**src/rtl/tlrq_pkg.sv**
```systemverilog
package tlrq_pkg;

    localparam int DEF_QUEUE_DEPTH = 64;
    localparam int DEF_ID_WIDTH    = 8;

    localparam int OP_W       = 3;
    localparam int PRIO_W     = 2;
    localparam int STATUS_W   = 2;
    localparam int NUM_LEVELS = 3;
    localparam int LIDX_W     = 2;

    typedef enum logic [OP_W-1:0] {
        OP_ENQ      = 3'd0,
        OP_DEQ_HI   = 3'd1,
        OP_DEQ_LVL  = 3'd2,
        OP_PEEK_HI  = 3'd3,
        OP_PEEK_LVL = 3'd4
    } op_t;

    localparam logic [PRIO_W-1:0] PRIO_IDLE = 2'd0;

    localparam logic [STATUS_W-1:0] STATUS_OK     = 2'd0;
    localparam logic [STATUS_W-1:0] STATUS_FULL   = 2'd1;
    localparam logic [STATUS_W-1:0] STATUS_BAD_OP = 2'd2;

    typedef enum logic [1:0] {
        K_PUSH     = 2'd0,
        K_IDLE_SET = 2'd1,
        K_FETCH    = 2'd2,
        K_BAD      = 2'd3
    } kind_t;

    typedef struct packed {
        kind_t              kind;
        logic               highest;
        logic               take;
        logic [PRIO_W-1:0]  level;
    } cmd_t;

endpackage

```
**src/rtl/tlrq_in_if.sv**
```systemverilog
interface tlrq_in_if #(
    parameter int ID_WIDTH = tlrq_pkg::DEF_ID_WIDTH
);
    import tlrq_pkg::*;

    logic                valid;
    logic                ready;
    logic [OP_W-1:0]     op;
    logic [ID_WIDTH-1:0] thread_id;
    logic [PRIO_W-1:0]   priority_req;

    modport source (output valid, output op, output thread_id, output priority_req,
                    input ready);
    modport sink   (input valid, input op, input thread_id, input priority_req,
                    output ready);
endinterface

```
**src/rtl/tlrq_out_if.sv**
```systemverilog
interface tlrq_out_if #(
    parameter int ID_WIDTH = tlrq_pkg::DEF_ID_WIDTH
);
    import tlrq_pkg::*;

    logic                valid;
    logic                ready;
    logic [ID_WIDTH-1:0] thread_out;
    logic                found;
    logic [STATUS_W-1:0] status;

    modport source (output valid, output thread_out, output found, output status,
                    input ready);
    modport sink   (input valid, input thread_out, input found, input status,
                    output ready);
endinterface

```
**src/rtl/tlrq_cmd_fifo.sv**
```systemverilog
module tlrq_cmd_fifo #(
    parameter int WIDTH = 8
) (
    input  logic             clk,
    input  logic             rst_n,
    input  logic             push,
    input  logic [WIDTH-1:0] push_data,
    output logic             full,
    input  logic             pop,
    output logic             avail,
    output logic [WIDTH-1:0] pop_data
);
    // two-entry queue
    logic [WIDTH-1:0] data_reg [2];
    logic             wr_ptr_reg, wr_ptr_next;
    logic             rd_ptr_reg, rd_ptr_next;
    logic [1:0]       cnt_reg, cnt_next;
    logic             do_push, do_pop;

    assign full     = (cnt_reg == 2'd2);
    assign avail    = (cnt_reg != 2'd0);
    assign pop_data = data_reg[rd_ptr_reg];
    assign do_push  = push && !full;
    assign do_pop   = pop && avail;

    always_comb
    begin
        wr_ptr_next = wr_ptr_reg ^ do_push;
        rd_ptr_next = rd_ptr_reg ^ do_pop;
        cnt_next    = cnt_reg + {1'b0, do_push} - {1'b0, do_pop};
    end

    always_ff @(posedge clk or negedge rst_n)
    begin
        if (!rst_n)
        begin
            wr_ptr_reg <= 1'b0;
            rd_ptr_reg <= 1'b0;
            cnt_reg    <= 2'd0;
        end
        else
        begin
            wr_ptr_reg <= wr_ptr_next;
            rd_ptr_reg <= rd_ptr_next;
            cnt_reg    <= cnt_next;
        end
    end

    always_ff @(posedge clk)
    begin
        if (do_push)
        begin
            data_reg[wr_ptr_reg] <= push_data;
        end
    end
endmodule

```
**src/rtl/tlrq_front.sv**
```systemverilog
module tlrq_front #(
    parameter int ID_WIDTH = tlrq_pkg::DEF_ID_WIDTH
) (
    tlrq_in_if.sink              in_ch,
    output logic                 push,
    output tlrq_pkg::cmd_t       push_cmd,
    output logic [ID_WIDTH-1:0]  push_id,
    input  logic                 full
);
    import tlrq_pkg::*;

    assign in_ch.ready = !full;
    assign push        = in_ch.valid;
    assign push_id     = in_ch.thread_id;

    // classify op into a back-end command
    always_comb
    begin
        push_cmd.kind    = K_BAD;
        push_cmd.highest = 1'b0;
        push_cmd.take    = 1'b0;
        push_cmd.level   = in_ch.priority_req;
        case (op_t'(in_ch.op))
            OP_ENQ:
            begin
                push_cmd.kind = (in_ch.priority_req == PRIO_IDLE) ? K_IDLE_SET : K_PUSH;
            end
            OP_DEQ_HI:
            begin
                push_cmd.kind    = K_FETCH;
                push_cmd.highest = 1'b1;
                push_cmd.take    = 1'b1;
            end
            OP_DEQ_LVL:
            begin
                push_cmd.kind = K_FETCH;
                push_cmd.take = 1'b1;
            end
            OP_PEEK_HI:
            begin
                push_cmd.kind    = K_FETCH;
                push_cmd.highest = 1'b1;
            end
            OP_PEEK_LVL:
            begin
                push_cmd.kind = K_FETCH;
            end
            default:
            begin
                push_cmd.kind = K_BAD;
            end
        endcase
    end
endmodule

```
**src/rtl/tlrq_back.sv**
```systemverilog
module tlrq_back #(
    parameter int QUEUE_DEPTH = tlrq_pkg::DEF_QUEUE_DEPTH,
    parameter int ID_WIDTH    = tlrq_pkg::DEF_ID_WIDTH
) (
    input  logic                 clk,
    input  logic                 rst_n,
    input  logic                 cmd_avail,
    input  tlrq_pkg::cmd_t       cmd,
    input  logic [ID_WIDTH-1:0]  cmd_id,
    output logic                 cmd_pop,
    tlrq_out_if.source           out_ch
);
    import tlrq_pkg::*;

    localparam int PW = $clog2(QUEUE_DEPTH);
    localparam int CW = $clog2(QUEUE_DEPTH + 1);
    localparam int SW = PW + 1;

    typedef enum logic [1:0] {
        ST_ISSUE  = 2'b01,
        ST_RESULT = 2'b10
    } state_t;

    state_t               state_reg, state_next;
    logic [PW-1:0]        head_reg [NUM_LEVELS];
    logic [PW-1:0]        head_next [NUM_LEVELS];
    logic [CW-1:0]        cnt_reg [NUM_LEVELS];
    logic [CW-1:0]        cnt_next [NUM_LEVELS];
    logic [ID_WIDTH-1:0]  idle_id_reg, idle_id_next;
    logic                 idle_valid_reg, idle_valid_next;

    logic                 pend_found_reg, pend_found_next;
    logic [STATUS_W-1:0]  pend_status_reg, pend_status_next;
    logic                 pend_fifo_reg, pend_fifo_next;
    logic [LIDX_W-1:0]    pend_idx_reg, pend_idx_next;
    logic [ID_WIDTH-1:0]  pend_idle_reg, pend_idle_next;

    logic                 out_valid_reg, out_valid_next;
    logic [ID_WIDTH-1:0]  out_id_reg, out_id_next;
    logic                 out_found_reg, out_found_next;
    logic [STATUS_W-1:0]  out_status_reg, out_status_next;

    logic [ID_WIDTH-1:0]  rd_data_reg [NUM_LEVELS];
    logic [NUM_LEVELS-1:0] wr_en, rd_en;
    logic [PW-1:0]        wr_ptr;

    logic [NUM_LEVELS-1:0] nonempty;
    logic                 sel_fifo;
    logic [LIDX_W-1:0]    sel_idx;
    logic [PW-1:0]        sel_head;
    logic [CW-1:0]        sel_cnt;
    logic [SW-1:0]        tail_sum;
    logic                 sel_full;
    logic [PW-1:0]        head_inc;
    logic                 issue;
    logic                 out_free;

    assign issue    = (state_reg == ST_ISSUE) && cmd_avail;
    assign cmd_pop  = issue;
    assign out_free = !out_valid_reg || out_ch.ready;

    always_comb
    begin
        for (int i = 0; i < NUM_LEVELS; i++)
        begin
            nonempty[i] = (cnt_reg[i] != '0);
        end
    end

    // level selection: highest nonempty level (else the idle slot), or the named level
    always_comb
    begin
        sel_fifo = 1'b1;
        sel_idx  = LIDX_W'(0);
        if (cmd.highest)
        begin
            if (nonempty[2])
            begin
                sel_idx = LIDX_W'(2);
            end
            else if (nonempty[1])
            begin
                sel_idx = LIDX_W'(1);
            end
            else if (nonempty[0])
            begin
                sel_idx = LIDX_W'(0);
            end
            else
            begin
                sel_fifo = 1'b0;
            end
        end
        else if (cmd.level == PRIO_IDLE)
        begin
            sel_fifo = 1'b0;
        end
        else
        begin
            sel_idx = LIDX_W'(cmd.level - 2'd1);
        end
    end

    assign sel_head = head_reg[sel_idx];
    assign sel_cnt  = cnt_reg[sel_idx];
    assign sel_full = (sel_cnt == CW'(QUEUE_DEPTH));
    assign head_inc = (sel_head == PW'(QUEUE_DEPTH - 1)) ? '0 : sel_head + PW'(1);

    always_comb
    begin
        tail_sum = {1'b0, sel_head} + SW'(sel_cnt);
        if (tail_sum >= SW'(QUEUE_DEPTH))
        begin
            tail_sum = tail_sum - SW'(QUEUE_DEPTH);
        end
    end

    assign wr_ptr = tail_sum[PW-1:0];

    always_comb
    begin
        state_next       = state_reg;
        head_next        = head_reg;
        cnt_next         = cnt_reg;
        idle_id_next     = idle_id_reg;
        idle_valid_next  = idle_valid_reg;
        pend_found_next  = pend_found_reg;
        pend_status_next = pend_status_reg;
        pend_fifo_next   = pend_fifo_reg;
        pend_idx_next    = pend_idx_reg;
        pend_idle_next   = pend_idle_reg;
        out_valid_next   = out_valid_reg && !out_ch.ready;
        out_id_next      = out_id_reg;
        out_found_next   = out_found_reg;
        out_status_next  = out_status_reg;
        wr_en            = '0;
        rd_en            = '0;

        case (state_reg)
            ST_ISSUE:
            begin
                if (issue)
                begin
                    state_next       = ST_RESULT;
                    pend_found_next  = 1'b0;
                    pend_status_next = STATUS_OK;
                    pend_fifo_next   = sel_fifo;
                    pend_idx_next    = sel_idx;
                    pend_idle_next   = idle_id_reg;
                    case (cmd.kind)
                        K_PUSH:
                        begin
                            if (sel_full)
                            begin
                                pend_status_next = STATUS_FULL;
                            end
                            else
                            begin
                                wr_en[sel_idx]    = 1'b1;
                                cnt_next[sel_idx] = sel_cnt + CW'(1);
                            end
                        end
                        K_IDLE_SET:
                        begin
                            idle_id_next    = cmd_id;
                            idle_valid_next = 1'b1;
                        end
                        K_FETCH:
                        begin
                            if (sel_fifo)
                            begin
                                pend_found_next = nonempty[sel_idx];
                                if (nonempty[sel_idx])
                                begin
                                    rd_en[sel_idx] = 1'b1;
                                    if (cmd.take)
                                    begin
                                        head_next[sel_idx] = head_inc;
                                        cnt_next[sel_idx]  = sel_cnt - CW'(1);
                                    end
                                end
                            end
                            else
                            begin
                                pend_found_next = idle_valid_reg;
                                if (cmd.take)
                                begin
                                    idle_valid_next = 1'b0;
                                    idle_id_next    = '0;
                                end
                            end
                        end
                        default:
                        begin
                            pend_status_next = STATUS_BAD_OP;
                        end
                    endcase
                end
            end
            ST_RESULT:
            begin
                if (out_free)
                begin
                    state_next      = ST_ISSUE;
                    out_valid_next  = 1'b1;
                    out_found_next  = pend_found_reg;
                    out_status_next = pend_status_reg;
                    if (!pend_found_reg)
                    begin
                        out_id_next = '0;
                    end
                    else if (pend_fifo_reg)
                    begin
                        out_id_next = rd_data_reg[pend_idx_reg];
                    end
                    else
                    begin
                        out_id_next = pend_idle_reg;
                    end
                end
            end
            default:
            begin
                state_next = ST_ISSUE;
            end
        endcase
    end

    always_ff @(posedge clk or negedge rst_n)
    begin
        if (!rst_n)
        begin
            state_reg      <= ST_ISSUE;
            head_reg       <= '{default: '0};
            cnt_reg        <= '{default: '0};
            idle_id_reg    <= '0;
            idle_valid_reg <= 1'b0;
            out_valid_reg  <= 1'b0;
        end
        else
        begin
            state_reg      <= state_next;
            head_reg       <= head_next;
            cnt_reg        <= cnt_next;
            idle_id_reg    <= idle_id_next;
            idle_valid_reg <= idle_valid_next;
            out_valid_reg  <= out_valid_next;
        end
    end

    always_ff @(posedge clk)
    begin
        pend_found_reg  <= pend_found_next;
        pend_status_reg <= pend_status_next;
        pend_fifo_reg   <= pend_fifo_next;
        pend_idx_reg    <= pend_idx_next;
        pend_idle_reg   <= pend_idle_next;
        out_id_reg      <= out_id_next;
        out_found_reg   <= out_found_next;
        out_status_reg  <= out_status_next;
    end

    // one ring buffer per level, registered read
    for (genvar g = 0; g < NUM_LEVELS; g++)
    begin : g_lvl
        logic [ID_WIDTH-1:0] mem [QUEUE_DEPTH];

        always_ff @(posedge clk)
        begin
            if (wr_en[g])
            begin
                mem[wr_ptr] <= cmd_id;
            end
            if (rd_en[g])
            begin
                rd_data_reg[g] <= mem[sel_head];
            end
        end
    end

    assign out_ch.valid      = out_valid_reg;
    assign out_ch.thread_out = out_id_reg;
    assign out_ch.found      = out_found_reg;
    assign out_ch.status     = out_status_reg;

    a_cnt_bound: assert property (@(posedge clk) disable iff (!rst_n)
        cnt_reg[0] <= CW'(QUEUE_DEPTH) && cnt_reg[1] <= CW'(QUEUE_DEPTH)
        && cnt_reg[2] <= CW'(QUEUE_DEPTH))
        else $error("level count beyond depth");

    a_pop_to_result: assert property (@(posedge clk) disable iff (!rst_n)
        cmd_pop |=> state_reg == ST_RESULT)
        else $error("issued command did not move to result");

    a_load_from_result: assert property (@(posedge clk) disable iff (!rst_n)
        $rose(out_valid_reg) |-> $past(state_reg == ST_RESULT))
        else $error("result loaded outside result state");

    a_found_ok: assert property (@(posedge clk) disable iff (!rst_n)
        out_valid_reg && out_found_reg |-> out_status_reg == STATUS_OK)
        else $error("found item with error status");
endmodule

```
**src/rtl/three_level_ready_queue_unit.sv**
```systemverilog
// Three-level ready queue: a thread scheduler with low, normal and high FIFOs of
// QUEUE_DEPTH entries each plus a single idle slot. Each input item is one
// operation (enqueue, dequeue highest, dequeue level, peek highest, peek level)
// and yields exactly one result item carrying thread_out, found and status.
// The front end classifies operations and drops them into a two-entry command
// queue; the back end executes them one at a time against the head/count
// registers and the per-level buffer RAMs. An operation passes through the
// issue state and then the result state, which loads the output register
// from the registered RAM read once the output is free; the back end takes
// no new item until that result is loaded, so a stalled output holds it.
// Queue storage is not cleared at reset: head and count only ever expose
// written entries, so no clearing pass is needed.
module three_level_ready_queue_unit #(
    parameter int QUEUE_DEPTH = tlrq_pkg::DEF_QUEUE_DEPTH,
    parameter int ID_WIDTH    = tlrq_pkg::DEF_ID_WIDTH
) (
    input  logic        clk,
    input  logic        rst_n,
    tlrq_in_if.sink     in_ch,
    tlrq_out_if.source  out_ch
);
    import tlrq_pkg::*;

    localparam int CMD_W = $bits(cmd_t) + ID_WIDTH;

    // front to queue
    logic                push;
    cmd_t                push_cmd;
    logic [ID_WIDTH-1:0] push_id;
    logic                q_full;

    // queue to back
    logic                q_avail;
    logic                q_pop;
    logic [CMD_W-1:0]    q_data;
    cmd_t                back_cmd;
    logic [ID_WIDTH-1:0] back_id;

    tlrq_front #(
        .ID_WIDTH (ID_WIDTH)
    ) u_front (
        .in_ch    (in_ch),
        .push     (push),
        .push_cmd (push_cmd),
        .push_id  (push_id),
        .full     (q_full)
    );

    tlrq_cmd_fifo #(
        .WIDTH (CMD_W)
    ) u_cmd_fifo (
        .clk       (clk),
        .rst_n     (rst_n),
        .push      (push),
        .push_data ({push_cmd, push_id}),
        .full      (q_full),
        .pop       (q_pop),
        .avail     (q_avail),
        .pop_data  (q_data)
    );

    assign back_cmd = cmd_t'(q_data[CMD_W-1:ID_WIDTH]);
    assign back_id  = q_data[ID_WIDTH-1:0];

    tlrq_back #(
        .QUEUE_DEPTH (QUEUE_DEPTH),
        .ID_WIDTH    (ID_WIDTH)
    ) u_back (
        .clk       (clk),
        .rst_n     (rst_n),
        .cmd_avail (q_avail),
        .cmd       (back_cmd),
        .cmd_id    (back_id),
        .cmd_pop   (q_pop),
        .out_ch    (out_ch)
    );
endmodule

```
**src/flat_wrapper.sv**
```systemverilog
// flat-port wrapper written by rule: the top's interface ports become plain ports
module three_level_ready_queue_unit_flat import tlrq_pkg::*;
#(
    parameter int QUEUE_DEPTH = tlrq_pkg::DEF_QUEUE_DEPTH,
    parameter int ID_WIDTH    = tlrq_pkg::DEF_ID_WIDTH
)
  (clk, rst_n, in_ch_valid, in_ch_op, in_ch_thread_id, in_ch_priority_req, in_ch_ready, out_ch_valid, out_ch_thread_out, out_ch_found, out_ch_status, out_ch_ready);
  tlrq_in_if #(.ID_WIDTH(ID_WIDTH)) in_ch_i ();
  tlrq_out_if #(.ID_WIDTH(ID_WIDTH)) out_ch_i ();
  input  logic clk;
  input  logic rst_n;
  input wire logic [$bits(in_ch_i.valid)-1:0] in_ch_valid;
  input wire logic [$bits(in_ch_i.op)-1:0] in_ch_op;
  input wire logic [$bits(in_ch_i.thread_id)-1:0] in_ch_thread_id;
  input wire logic [$bits(in_ch_i.priority_req)-1:0] in_ch_priority_req;
  output wire logic [$bits(in_ch_i.ready)-1:0] in_ch_ready;
  output wire logic [$bits(out_ch_i.valid)-1:0] out_ch_valid;
  output wire logic [$bits(out_ch_i.thread_out)-1:0] out_ch_thread_out;
  output wire logic [$bits(out_ch_i.found)-1:0] out_ch_found;
  output wire logic [$bits(out_ch_i.status)-1:0] out_ch_status;
  input wire logic [$bits(out_ch_i.ready)-1:0] out_ch_ready;
  assign in_ch_i.valid = in_ch_valid;
  assign in_ch_i.op = in_ch_op;
  assign in_ch_i.thread_id = in_ch_thread_id;
  assign in_ch_i.priority_req = in_ch_priority_req;
  assign in_ch_ready = in_ch_i.ready;
  assign out_ch_valid = out_ch_i.valid;
  assign out_ch_thread_out = out_ch_i.thread_out;
  assign out_ch_found = out_ch_i.found;
  assign out_ch_status = out_ch_i.status;
  assign out_ch_i.ready = out_ch_ready;
  three_level_ready_queue_unit #(.QUEUE_DEPTH(QUEUE_DEPTH), .ID_WIDTH(ID_WIDTH)) u_core (.clk(clk), .rst_n(rst_n), .in_ch(in_ch_i), .out_ch(out_ch_i));
endmodule
```
**config.mk**
```make
export PLATFORM = sky130hd
export DESIGN_NAME = three_level_ready_queue_unit_flat
export DESIGN_NICKNAME = d
export VERILOG_FILES = /design/src/rtl/tlrq_pkg.sv /design/src/rtl/tlrq_in_if.sv /design/src/rtl/tlrq_out_if.sv /design/src/rtl/tlrq_cmd_fifo.sv /design/src/rtl/tlrq_front.sv /design/src/rtl/tlrq_back.sv /design/src/rtl/three_level_ready_queue_unit.sv /design/src/flat_wrapper.sv
export SDC_FILE = /design/constraint.sdc
export NUM_CORES = 2
export LEC_CHECK = 0
export ABC_CLOCK_PERIOD_IN_PS = 6270
export BUFFER_PORTS_ARGS = -buffer_cell sky130_fd_sc_hd__clkbuf_2
export CORE_UTILIZATION = 40
export DETAILED_ROUTE_END_ITERATION = 10
export PLACE_DENSITY = 0.53
export SETUP_SLACK_MARGIN = 0.1
export SYNTH_ARGS = -nofsm -noshare
export SYNTH_HDL_FRONTEND = slang
export SYNTH_SLANG_ARGS = --single-unit
```
**constraint.sdc**
```tcl
create_clock -name clk -period 6.27 [get_ports clk]
set_input_delay 0.627 -clock clk [delete_from_list [all_inputs] [get_ports clk]]
set_output_delay 0.627 -clock clk [all_outputs]
set_load 0.03 [all_outputs]
```
# Word level (Yosys, flattened, before mapping)
# Memory sizes are Yosys's and may differ from the RTL's. A register that Yosys moved wholly into a read port is not among the register bits.
# Cells that the tools add are included.
[op_classes]
reduce_logical = 32
muxes = 82
n_lt_le_gt_ge = 5
n_bitwise = 3
addsub = 8
eq_ne = 18
[ops]
columns = ["operator", "count"]
rows = [
  ["two-way mux 21 bit", 4],
  ["bitwise mux 21 bit", 2],
  ["case mux 21 bit (2 select lines)", 1],
  ["two-way mux 8 bit", 5],
  ["two-way mux 1 bit", 33],
  ["two-way mux 6 bit", 5],
  ["two-way mux 3 bit", 9],
  ["two-way mux 7 bit", 3],
  ["nonzero test 7 bit", 3],
  ["bitwise mux 18 bit", 1],
  ["two-way mux 2 bit", 8],
  ["case mux 8 bit (2 select lines)", 1],
  ["OR reduction 8 bit", 2],
  ["binary-select mux 7 bit (select 2 bit)", 1],
  ["demux 7 bit (select 2 bit)", 1],
  ["binary-select mux 6 bit (select 2 bit)", 1],
  ["demux 6 bit (select 2 bit)", 1],
  ["case mux 2 bit (2 select lines)", 3],
  ["!= test 2 bit, second input constant", 5],
  ["adder 6 x 7 -> 7 bit", 1],
  ["adder 7 x 1 -> 7 bit, second input constant", 1],
  ["equality test 7 bit, second input constant", 1],
  [">= comparator 7 bit, second input constant", 1],
  ["AND reduction 7 bit", 1],
  ["other kinds (33)", 54],
]
[word_totals]
mem_bits_rw = 1588
memories = 5
regBits = 80
elab_cells = 174
[memory_table]
columns = ["memory", "words", "word_bits", "rd", "rd_clocked_by_memory_dff", "wr", "line", "text"]
rows = [
  ["u_core.u_back.g_lvl[0].mem", 64, 8, 1, 0, 1, "tlrq_back.sv:266", "logic [ID_WIDTH-1:0] mem [QUEUE_DEPTH];"],
  ["u_core.u_back.g_lvl[1].mem", 64, 8, 1, 0, 1, "tlrq_back.sv:266", ""],
  ["u_core.u_back.g_lvl[2].mem", 64, 8, 1, 0, 1, "tlrq_back.sv:266", ""],
  ["u_core.u_cmd_fifo.data_reg", 2, 14, 1, 0, 1, "tlrq_cmd_fifo.sv:14", "logic [WIDTH-1:0] data_reg [2];"],
  ["u_core.u_back.rd_data_reg", 3, 8, 1, 1, 1, "tlrq_back.sv:43", "logic [ID_WIDTH-1:0] rd_data_reg [NUM_LEVELS];"],
]

# Logic depth before layout (Yosys ltp)
[logic_depth]
ltp_word = 18
ltp_mapped = 24
depth_no_buf = 15

# Cells and area by module
# From an unflattened synthesis, not the netlist that was laid out.
[unflattened]
cells_unflattened = 4295
area_unflattened_um2 = 66432.5
[by_module_without_submodules]
columns = ["module", "n_inst", "cells_each", "area_per_inst_um2", "seq_area_each_um2"]
rows = [
  ["tlrq_back", 1, 4212, 65018.6, 48913.2],
  ["tlrq_cmd_fifo", 1, 64, 1285.0, 940.9],
  ["tlrq_front", 1, 19, 128.9, 0.0],
]

# Worst setup path after synthesis
# OpenSTA, ideal clock, no wires.
[synth_path]
path_kind = "reg-to-reg"
from = "register u_core.u_back.cnt_reg[10] (netlist name)"
to = "memory u_core.u_back.g_lvl[2].mem[21][0] (netlist name) (enable)"
n_path_buf = 7
path_slack_ns = 0.611
t_required_ns = 5.875
stages_incl_launch_ff = 22
arrival_ns = 5.264
path_cell_list = "dfrtp_1 -> or4_4 -> or4_4 -> nand2b_1 -> a221o_1 -> nand2_1 -> inv_2 -> buf_2 -> buf_2 -> buf_2 -> buf_2 -> buf_1 -> ha_1 -> inv_1 -> a211oi_1 -> o211ai_1 -> a31oi_2 -> xnor2_1 -> o22a_1 -> buf_2 -> buf_2 -> nor4_1"
[synth_via]
elab_chain_len = 15
[synth_lines]
columns = ["item", "line", "text"]
rows = [
  ["start: declaration", "tlrq_back.sv:27", "logic [CW-1:0] cnt_reg [NUM_LEVELS];"],
  ["start signal: assignment", "tlrq_back.sv:244", "cnt_reg <= cnt_next;"],
  ["parallel branches: the longest is 15 deep, another holds adder 6 x 7 -> 7 bit", "n/a", ""],
  ["end: declaration", "tlrq_back.sv:266", ""],
]
# Several ways; the timed one is not identified. The select of a mux whose other input is x is not followed.

# Worst setup path after layout
[layout_path]
from = "register u_core.u_back.cnt_reg[4] (netlist name)"
to = "memory u_core.u_back.g_lvl[1].mem[8][3] (netlist name) (enable)"
[layout_via]
elab_chain_len = 14
[layout_lines]
columns = ["item", "line"]
rows = [
  ["parallel branches: the longest is 14 deep, another holds adder 6 x 7 -> 7 bit", "n/a"],
  ["end: declaration", "tlrq_back.sv:266"],
]
# Several ways; the timed one is not identified. The select of a mux whose other input is x is not followed.

==> impl_metrics.env <==
export IMPL_status="complete, no violations"
export IMPL_grt_max_degree=155
export IMPL_reg2reg_to="u_core.u_back.g_lvl[1].mem[8][3]"
export IMPL_routabilityCongestion=0.8999
export IMPL_timing_final_crit_share=0.9001
export IMPL_finalSetupViolations=0
export IMPL_largest_register_ffs=1536
export IMPL_routed_via_density=5.684
export IMPL_synthesis_nets=5254
export IMPL_clk_path_buf_depth=3
export IMPL_crit_type="reg -> reg"
export IMPL_final_hold_violation_count=0
export IMPL_drc=0
export IMPL_slowest_stage="nor3_1"
export IMPL_cpMostUsedCell="and3_1"
export IMPL_dp_hpwl_um=123400
export IMPL_swShare=0.4020
export IMPL_holdPathStages=1
export IMPL_ys_async_sr_fraction=0.03293
export IMPL_drv_slew=0
export IMPL_synth_distinct_cells=75
export IMPL_vdd_drop_max_mv=0.5478
export IMPL_worstHoldPathType="in -> reg"
export IMPL_syn_avg_cell_area_um2=13.07
export IMPL_wl_per_cell_um=27.11
export IMPL_clkTransAtPathRegs_ns=0.06
export IMPL_min_period_ns=5.644
export IMPL_rsz0062_at_grt="false"
export IMPL_die_h_um=415.1
export IMPL_pin_count=30
export IMPL_finish_utilization=0.4543
export IMPL_initial_core_util=0.4028
export IMPL_drtPass1Iterations=6
export IMPL_end_kind="register"
export IMPL_die_w_um=415.1
export IMPL_maxCapViolCount=0
export IMPL_met1_usage=0.3345
export IMPL_grt_busiest_layer="met2"
export IMPL_met3_usage=0.03684
export IMPL_use_met2=0.3671
export IMPL_grt_ovfl_total=0
export IMPL_portBuffers=29
export IMPL_p_switching_mw=15.61
export IMPL_num_rows=151
export IMPL_synth_top_flop_cell="edfxtp_1"
export IMPL_cts_sinks=1670
export IMPL_cp_required_ns=6.73
export IMPL_synth_top_area_share=0.7095
export IMPL_power_mw=38.84
export IMPL_rrSetupSlack_ns=0.63
export IMPL_nets=5286
export IMPL_seq_area_frac_synth=0.7303
export IMPL_path_cells="nor4_1, nand3_2, o21a_1, inv_2, mux2i_1, a21oi_1, inv_1, ha_1, and3_1, and3_1, or4_2, buf_4, nor3_1, and2_1"
export IMPL_clkPwrFrac=0.255
export IMPL_die_area_mm2=0.1723
export IMPL_p_int_mw=23.23
export IMPL_cp_arrival_ns=6.10
export IMPL_power_frac_comb=0.380
export IMPL_final_layout_size_suffix_gt1_frac=0.1074
export IMPL_reg2reg_depth=14
export IMPL_cts_made_buffers=175
export IMPL_routed_wl_um=206500
export IMPL_yosysTopAreaCell="edfxtp_1"
export IMPL_yosysWarnings=0
export IMPL_clock_fmax_mhz=177.2
export IMPL_yosysMostFrequentCell="edfxtp_1"
export IMPL_synth_seq_cells=1670
export IMPL_clkLatencyLatePin_ns=0.80
export IMPL_synth_edf_count=1613
export IMPL_tightest_slew_ns=1.253
export IMPL_grt_pass1_wl_um=299300
export IMPL_min_to="u_core.u_cmd_fifo.data_reg[0][9]"
export IMPL_cts_root_buf="clkbuf_16"
export IMPL_netlist_area_mm2=0.06827
export IMPL_placeableCoreArea_mm2=0.1695
export IMPL_worstHoldStart="in_ch_priority_req[1]"
export IMPL_critPathBufInv=3
export IMPL_tns_ns=0
export IMPL_seqPwrFrac=0.365
export IMPL_cts_resized=0
export IMPL_p_leak_nw=26.32
export IMPL_clock_skew_final_ns=0.03068
export IMPL_cts_tree="yes"
export IMPL_synthCells=5225
export IMPL_synthTopCellsByCount="edfxtp_1 (1613), nand2_1 (1381), nand3_1 (453)"
export IMPL_r2r_start="u_core.u_back.cnt_reg[4]"
export IMPL_crit_path_start_kind="register"
export IMPL_synthTopCellsByArea="edfxtp_1 (71%), nand2_1 (7.6%), nand3_1 (3.3%)"
export IMPL_path_max_fanout=14
export IMPL_dr_total_vias=43310
export IMPL_p_per_area_mw_per_mm2=504.5
export IMPL_relSlewSlack=0.1624
export IMPL_first_iter_violations=4829
export IMPL_antenna_found_initial=10
export IMPL_grt_usage=0.2366
export IMPL_grt_pass1_vias=41690
export IMPL_crit_path_max_incr_delay_ns=0.80
export IMPL_cts_max_level=4
export IMPL_area_growth_synth_to_final_pct=12.77
export IMPL_ant_nets=0
export IMPL_critical_path_top_delay_family="simple AND/OR/NAND/NOR gates"
worst max-delay path by stage:
stage | start | endpoint | slack [ns] | cells after the start
4_1_cts | u_core.u_back.cnt_reg[4] | u_core.u_back.g_lvl[1].mem[8][3] | 0.61 | 14
3_5_place_dp | u_core.u_back.cnt_reg[4] | u_core.u_back.g_lvl[1].mem[8][5] | 0.63 | 14
6_report | u_core.u_back.cnt_reg[4] | u_core.u_back.g_lvl[1].mem[8][3] | 0.63 | 14
2_1_floorplan | u_core.u_back.cnt_reg[10] | u_core.u_back.g_lvl[2].mem[21][0] | 0.61 | 21
5_1_grt | u_core.u_back.cnt_reg[4] | u_core.u_back.g_lvl[1].mem[8][3] | 0.42 | 14
3_3_place_gp | u_core.u_back.cnt_reg[4] | u_core.u_back.g_lvl[1].mem[8][1] | 0.65 | 14
timing repair:
| action | in CTS | in global routing |
|---|---|---|
| hold endpoints to repair | 60 | 0 |
| hold buffers | 9 | 0 |
| buffers inserted | 0 | 0 |
kinds of logic (layout without fill, tap and decap cells):
kind of cell,Yosys count,after routing,share of synthesized area
AND/OR/NAND/NOR,2459,2459,0.1664
flip-flops,1670,1670,0.7303
AO/OA/AOI/OAI,576,576,0.05403
buffers and inverters,372,547,0.02474
multiplexers,115,115,0.01967
XOR/XNOR,21,21,0.002694
adder cells (fa/ha/maj),12,12,0.002199
other,0,1,0
routing by layer:
| layer | vias to the layer above | part of all wire | wire (µm) |
|---|---|---|---|
| li1 | 19360 | - | - |
| met2 | 1769 | 0.46 | 94660 |
| met1 | 21860 | 0.43 | 89410 |
| met5 | - | 0 | 0 |
| met3 | 321 | 0.070 | 14440 |
| met4 | 0 | 0.039 | 8020 |
final cells by class:
| class | count | area, µm² |
|---|---|---|
| diodes | 1 | 2.502 |
| clock buffers | 231 | 4717 |
| clock inverters | 89 | 663.1 |
| fillers | 15090 | 92490 |
| inverters | 20 | 90.09 |
| multi-input cells | 3183 | 17170 |
| flip-flops and latches | 1670 | 49850 |
| well taps | 2218 | 2775 |
| repair buffers | 207 | 1714 |
power by group through the flow:
stage                     Clock [mW]  Combinational (mW)  Sequential, mW
after CTS                       10.0                14.8            14.2
after global placement             0                14.7            14.4
final                           9.91                14.7            14.2
after detailed placement           0                14.8            14.4
after floorplan                    0                8.67            14.4
after global routing            10.4                15.8            14.2
per-stage QoR:
stage               hold slack (ns)  worst slack, ns  cell area (µm²)  cells
global placement             0.4056           0.6501            71500   7288
floorplan                    0.3314           0.6111            68270   5225
CTS                         0.02064           0.6107            76980   7618
detailed placement           0.4299           0.6307            71510   7289
global route                0.04701           0.4209            76980   7618
finish                      0.08010           0.6261            76980   7619
cells in the final DEF (no fill, tap or decap), types with 54 or more instances in the layout:
cell	count
a21oi_1	258
a31oi_1	71
and2_1	131
and3_1	143
buf_4	151
clkbuf_16	181
dfrtp_1	54
edfxtp_1	1613
nand2_1	1380
nand3_1	453
nor3_1	61
Note: power is estimated with default switching activity, not from simulation.
